--- src/design/twm_pkg.sv ---
`default_nettype none
package twm_pkg;

    localparam int DATA_W   = 32;
    localparam int CFG_IDX_W = 3;
    localparam int T_W      = 48;
    localparam int DIV_BITS = 49;
    localparam int CNT_W    = 6;
    localparam int ATAN_LEN = 24;

    localparam logic [2:0] KIND_NONE = 3'd0;
    localparam logic [2:0] KIND_CLIP = 3'd1;
    localparam logic [2:0] KIND_SAW  = 3'd2;
    localparam logic [2:0] KIND_TRI  = 3'd3;
    localparam logic [2:0] KIND_SINE = 3'd4;

    localparam logic [CFG_IDX_W-1:0] REG_GAIN   = 3'd0;
    localparam logic [CFG_IDX_W-1:0] REG_OFFSET = 3'd1;
    localparam logic [CFG_IDX_W-1:0] REG_KIND   = 3'd2;
    localparam logic [CFG_IDX_W-1:0] REG_LOW    = 3'd3;
    localparam logic [CFG_IDX_W-1:0] REG_HIGH   = 3'd4;
    localparam logic [CFG_IDX_W-1:0] REG_RATE   = 3'd5;
    localparam logic [CFG_IDX_W-1:0] REG_PHASE  = 3'd6;

    localparam logic signed [33:0] CORDIC_START = 34'sd652032874;
    localparam logic signed [33:0] ONE_Q30      = 34'sd1073741824;

    typedef enum logic [3:0] {
        OP_NONE, OP_MUL_T, OP_T, OP_PREP, OP_DIV, OP_ANG,
        OP_CORDIC, OP_SCLAMP, OP_SMUL, OP_COMMIT
    } op_t;

    typedef enum logic [3:0] {
        ST_IDLE, ST_MUL, ST_T, ST_PREP, ST_DIV, ST_ANG,
        ST_CORDIC, ST_SCLAMP, ST_SMUL, ST_FINISH
    } state_t;

    typedef struct packed {
        logic load;
        op_t  op;
    } cmd_t;

    typedef struct packed {
        logic is_div;
        logic is_sine;
        logic div_last;
        logic cordic_last;
        logic out_free;
    } status_t;

    // arctangent of 2^-i in Q0.32 turns
    function automatic logic [31:0] atan_turns(input logic [4:0] idx);
        logic [31:0] v;
        unique case (idx)
            5'd0:  v = 32'd536870912;
            5'd1:  v = 32'd316933406;
            5'd2:  v = 32'd167458907;
            5'd3:  v = 32'd85004756;
            5'd4:  v = 32'd42667331;
            5'd5:  v = 32'd21354465;
            5'd6:  v = 32'd10679838;
            5'd7:  v = 32'd5340245;
            5'd8:  v = 32'd2670163;
            5'd9:  v = 32'd1335087;
            5'd10: v = 32'd667544;
            5'd11: v = 32'd333772;
            5'd12: v = 32'd166886;
            5'd13: v = 32'd83443;
            5'd14: v = 32'd41722;
            5'd15: v = 32'd20861;
            5'd16: v = 32'd10430;
            5'd17: v = 32'd5215;
            5'd18: v = 32'd2608;
            5'd19: v = 32'd1304;
            5'd20: v = 32'd652;
            5'd21: v = 32'd326;
            5'd22: v = 32'd163;
            5'd23: v = 32'd81;
            default: v = 32'd0;
        endcase
        return v;
    endfunction

endpackage
`default_nettype wire

--- src/design/twm_ctrl.sv ---
`default_nettype none
module twm_ctrl (
    input  wire logic            aclk,
    input  wire logic            aresetn,
    input  wire logic            s_tvalid,
    output logic                 s_tready,
    input  wire twm_pkg::status_t status,
    output twm_pkg::cmd_t        cmd
);
    import twm_pkg::*;

    state_t state_reg, state_next;

    always_ff @(posedge aclk) begin
        if (!aresetn) begin
            state_reg <= ST_IDLE;
        end else begin
            state_reg <= state_next;
        end
    end

    always_comb begin
        state_next = state_reg;
        unique case (state_reg)
            ST_IDLE:    if (s_tvalid) state_next = ST_MUL;
            ST_MUL:     state_next = ST_T;
            ST_T:       state_next = ST_PREP;
            ST_PREP: begin
                if (status.is_div)       state_next = ST_DIV;
                else if (status.is_sine) state_next = ST_ANG;
                else                     state_next = ST_FINISH;
            end
            ST_DIV:     if (status.div_last) state_next = ST_FINISH;
            ST_ANG:     state_next = ST_CORDIC;
            ST_CORDIC:  if (status.cordic_last) state_next = ST_SCLAMP;
            ST_SCLAMP:  state_next = ST_SMUL;
            ST_SMUL:    state_next = ST_FINISH;
            ST_FINISH:  if (status.out_free) state_next = ST_IDLE;
            default:    state_next = ST_IDLE;
        endcase
    end

    always_comb begin
        s_tready = 1'b0;
        cmd.load = 1'b0;
        cmd.op   = OP_NONE;
        unique case (state_reg)
            ST_IDLE: begin
                s_tready = 1'b1;
                cmd.load = s_tvalid;
            end
            ST_MUL:    cmd.op = OP_MUL_T;
            ST_T:      cmd.op = OP_T;
            ST_PREP:   cmd.op = OP_PREP;
            ST_DIV:    cmd.op = OP_DIV;
            ST_ANG:    cmd.op = OP_ANG;
            ST_CORDIC: cmd.op = OP_CORDIC;
            ST_SCLAMP: cmd.op = OP_SCLAMP;
            ST_SMUL:   cmd.op = OP_SMUL;
            ST_FINISH: if (status.out_free) cmd.op = OP_COMMIT;
            default:   cmd.op = OP_NONE;
        endcase
    end

endmodule
`default_nettype wire

--- config.mk ---
export PLATFORM = sky130hd
export DESIGN_NAME = twm_ctrl
export DESIGN_NICKNAME = d
export VERILOG_FILES = /design/src/design/twm_pkg.sv /design/src/design/twm_ctrl.sv
export SDC_FILE = /design/constraint.sdc
export NUM_CORES = 1
export LEC_CHECK = 0
export ABC_AREA = 1
export BUFFER_PORTS_ARGS = -buffer_cell sky130_fd_sc_hd__buf_4
export CORE_AREA = 2 2 39 41
export DETAILED_ROUTE_END_ITERATION = 16
export DIE_AREA = 0 0 41 43
export PLACE_DENSITY_LB_ADDON = 0.25
export SLEW_MARGIN = 30
export SYNTH_ARGS = -nofsm -noshare
export SYNTH_HDL_FRONTEND = slang
export SYNTH_SLANG_ARGS = --single-unit
--- constraint.sdc ---
create_clock -name aclk -period 1.4 [get_ports aclk]
set_clock_uncertainty 0.15 [all_clocks]
set_input_delay 0.14 -clock aclk [delete_from_list [all_inputs] [get_ports aclk]]
set_output_delay 0.14 -clock aclk [all_outputs]
set_load 0.05 [all_outputs]
==> metrics <==
Cell Rows=14; global route overflow=0; antenna cells=0; Final HPWL DP=588 um; share of the synthesized area in the top cell type=25.6%; TNS Setup=-0.00634 ns; R2R depth=6; first-pass GRT wire length=1270 um; Slew Viols, Final=0; Storage cell area=95.1 sq um; Pwr per Cell Area=1010 nW/um^2; Cell variety after synth=14; layout cells sized above 1=52.1%; worst hold stages=3; CP required=1.11 ns; RSZ-0062 raised after global routing=yes; clk_lat worst skew=0.23 ns; clock sink total=4; fin util=39.4%; HP Class=primary input to register; crit path time final=1.41 ns; Met3 Routed Length=24 um; Final Hold Viols=0; final WL=798 um; synthesized flop and latch total=4; Tot GR Track Use=10.7%; Placed Instances=84; Ys Warns=0; Place WS=0.102 ns; Worst slew margin=87.9%; syn nets=63; Port Buffers=13; Post-Syn Area=313 sq um; worst-path maximum fanout=5; CP endpoint kind=output port; Setup violations, final=1; met2 wire length=431 um; non-filler cells, final=89; Hold Buf Count CTS=0; Period Utilization, post-route=100%; I/O pin cnt=14; synth top area cells=dfxtp_1 26%, nand2_1 16%, nand3_1 14%; clk root buf=clkbuf_4; status=finished, violations left; Core Area=1380 sq um; CTS tree=done; crit path kind=register to output port; top sig layer=met3; vias in the first global route=354; Seq/Total Area, Yosys=25.6%; Synth Instances=55; worst vdd ir=0.294 mV; Die Ht=43 um; drt via density=4.45; violated checks=setup timing; DRC violations left=0; initial antenna violation count=0; WL met1=342 um; Layout area overhead=74.4%; most frequent cells in the layout=12 x nand2_1, 10 x buf_4, 8 x nand3_1; maximum operating frequency=0.711 GHz; Max Cap Viol=0; Avg WL per Cell=8.97 um; largest net degree at the start of global routing=9; Placer Congestion=0.727; H-tree levels=1; cell taking the most area after synthesis=dfxtp_1; layout net count=83; die area=1760 sq um; Die X=41 um; Arr. time, crit path=1.12 ns; worst-margin pin slew=0.180 ns; via count=396; commonest non-fill, non-tap cell in the layout=nand2_1; min setup slack post-route=-0.00634 ns; initial drt markers=4; DR pass1 iterations=4; starting density of the core=22.6%; Avg Cell Area, Syn=5.69 sq um; Clock transition at path regs=0.04 ns; Fillers=153; Startpoint Class=register; P_leak=0.267 nW; Detail Route Antenna Nets=0; TritonCTS Buffers=3; max reg flops=4; Max clock buf depth=2; multi-input combinational cell area=235 sq um
-- repair_timing --
action | in CTS | in global routing
resized for setup | 14 | 12
setup buffers | 1 | 1
pin swaps | 1 | 4
endpoints found under the setup margin | 4 | 5
-- logic make-up (layout without fill, tap and decap cells) --
kind of cell	after synthesis	count (layout)	share of synthesized area, %
buffers and inverters	11	29	13.2
DFF	4	4	25.6
and+or+nand+nor	33	33	48.8
AOI/OAI and AO/OA	7	7	12.4
-- metrics by stage --
stage	power, mW	area [sq um]	hold slack [ns]
after floorplan	0.301	320	0.161
after global placement	0.369	438	0.275
after detailed placement	0.366	438	0.269
after CTS	0.533	502	0.0237
after global routing	0.596	546	0.0468
final	0.551	546	0.0231
-- area by class of cell --
type | instances | share of cell area, %
sequential | 4 | 17.4
multi-input combinational | 40 | 43.1
inverter | 11 | 7.57
timing repair buffer | 15 | 24.1
clock buffer | 3 | 4.13
tap | 16 | 3.67
-- layer usage --
layer	vias to the layer above	global-route usage (%)
met1	177	12.2
met2	7	15.9
li1	212	-
met3	0	3.66
met4	0	7.33
met5	-	0
-- synthesized netlist by cell type --
master / n
inv_1: 9
o21ai_0: 3
nand2_1: 13
inv_2: 1
clkinv_1: 1
nor2_2: 2
nand3b_1: 1
o21ai_2: 1
nand3_2: 1
a21oi_1: 3
nor2_1: 5
nor3_1: 2
dfxtp_1: 4
nand3_1: 9
-- worst max-delay path, cell delays in order, from the launching register on --
cell and delay, ns:
dfxtp_4 0.36, buf_4 0.15, nand3_1 0.12, nand2_1 0.10, buf_6 0.16
-- report_power, final --
| group | total, mW | internal, mW | switching, mW | leakage, nW |
|---|---|---|---|---|
| Clock | 0.142 | 0.0959 | 0.0464 | 0.0138 |
| Combinational | 0.262 | 0.0987 | 0.164 | 0.218 |
| Sequential | 0.147 | 0.125 | 0.0214 | 0.0356 |
-- path summary, 6_finish.rpt --
check,start,end,slack (ns)
worst max-delay path,state_reg[3]$_SDFFE_PN0P_,cmd[3],-0.006
worst min-delay path,aresetn,state_reg[3]$_SDFFE_PN0P_,0.02
worst max register to register,state_reg[3]$_SDFFE_PN0P_,state_reg[2]$_SDFFE_PN0P_,0.14
worst min register to register,state_reg[3]$_SDFFE_PN0P_,state_reg[1]$_SDFFE_PN0P_,0.31
No activity file was read; power rests on OpenSTA's default activity.
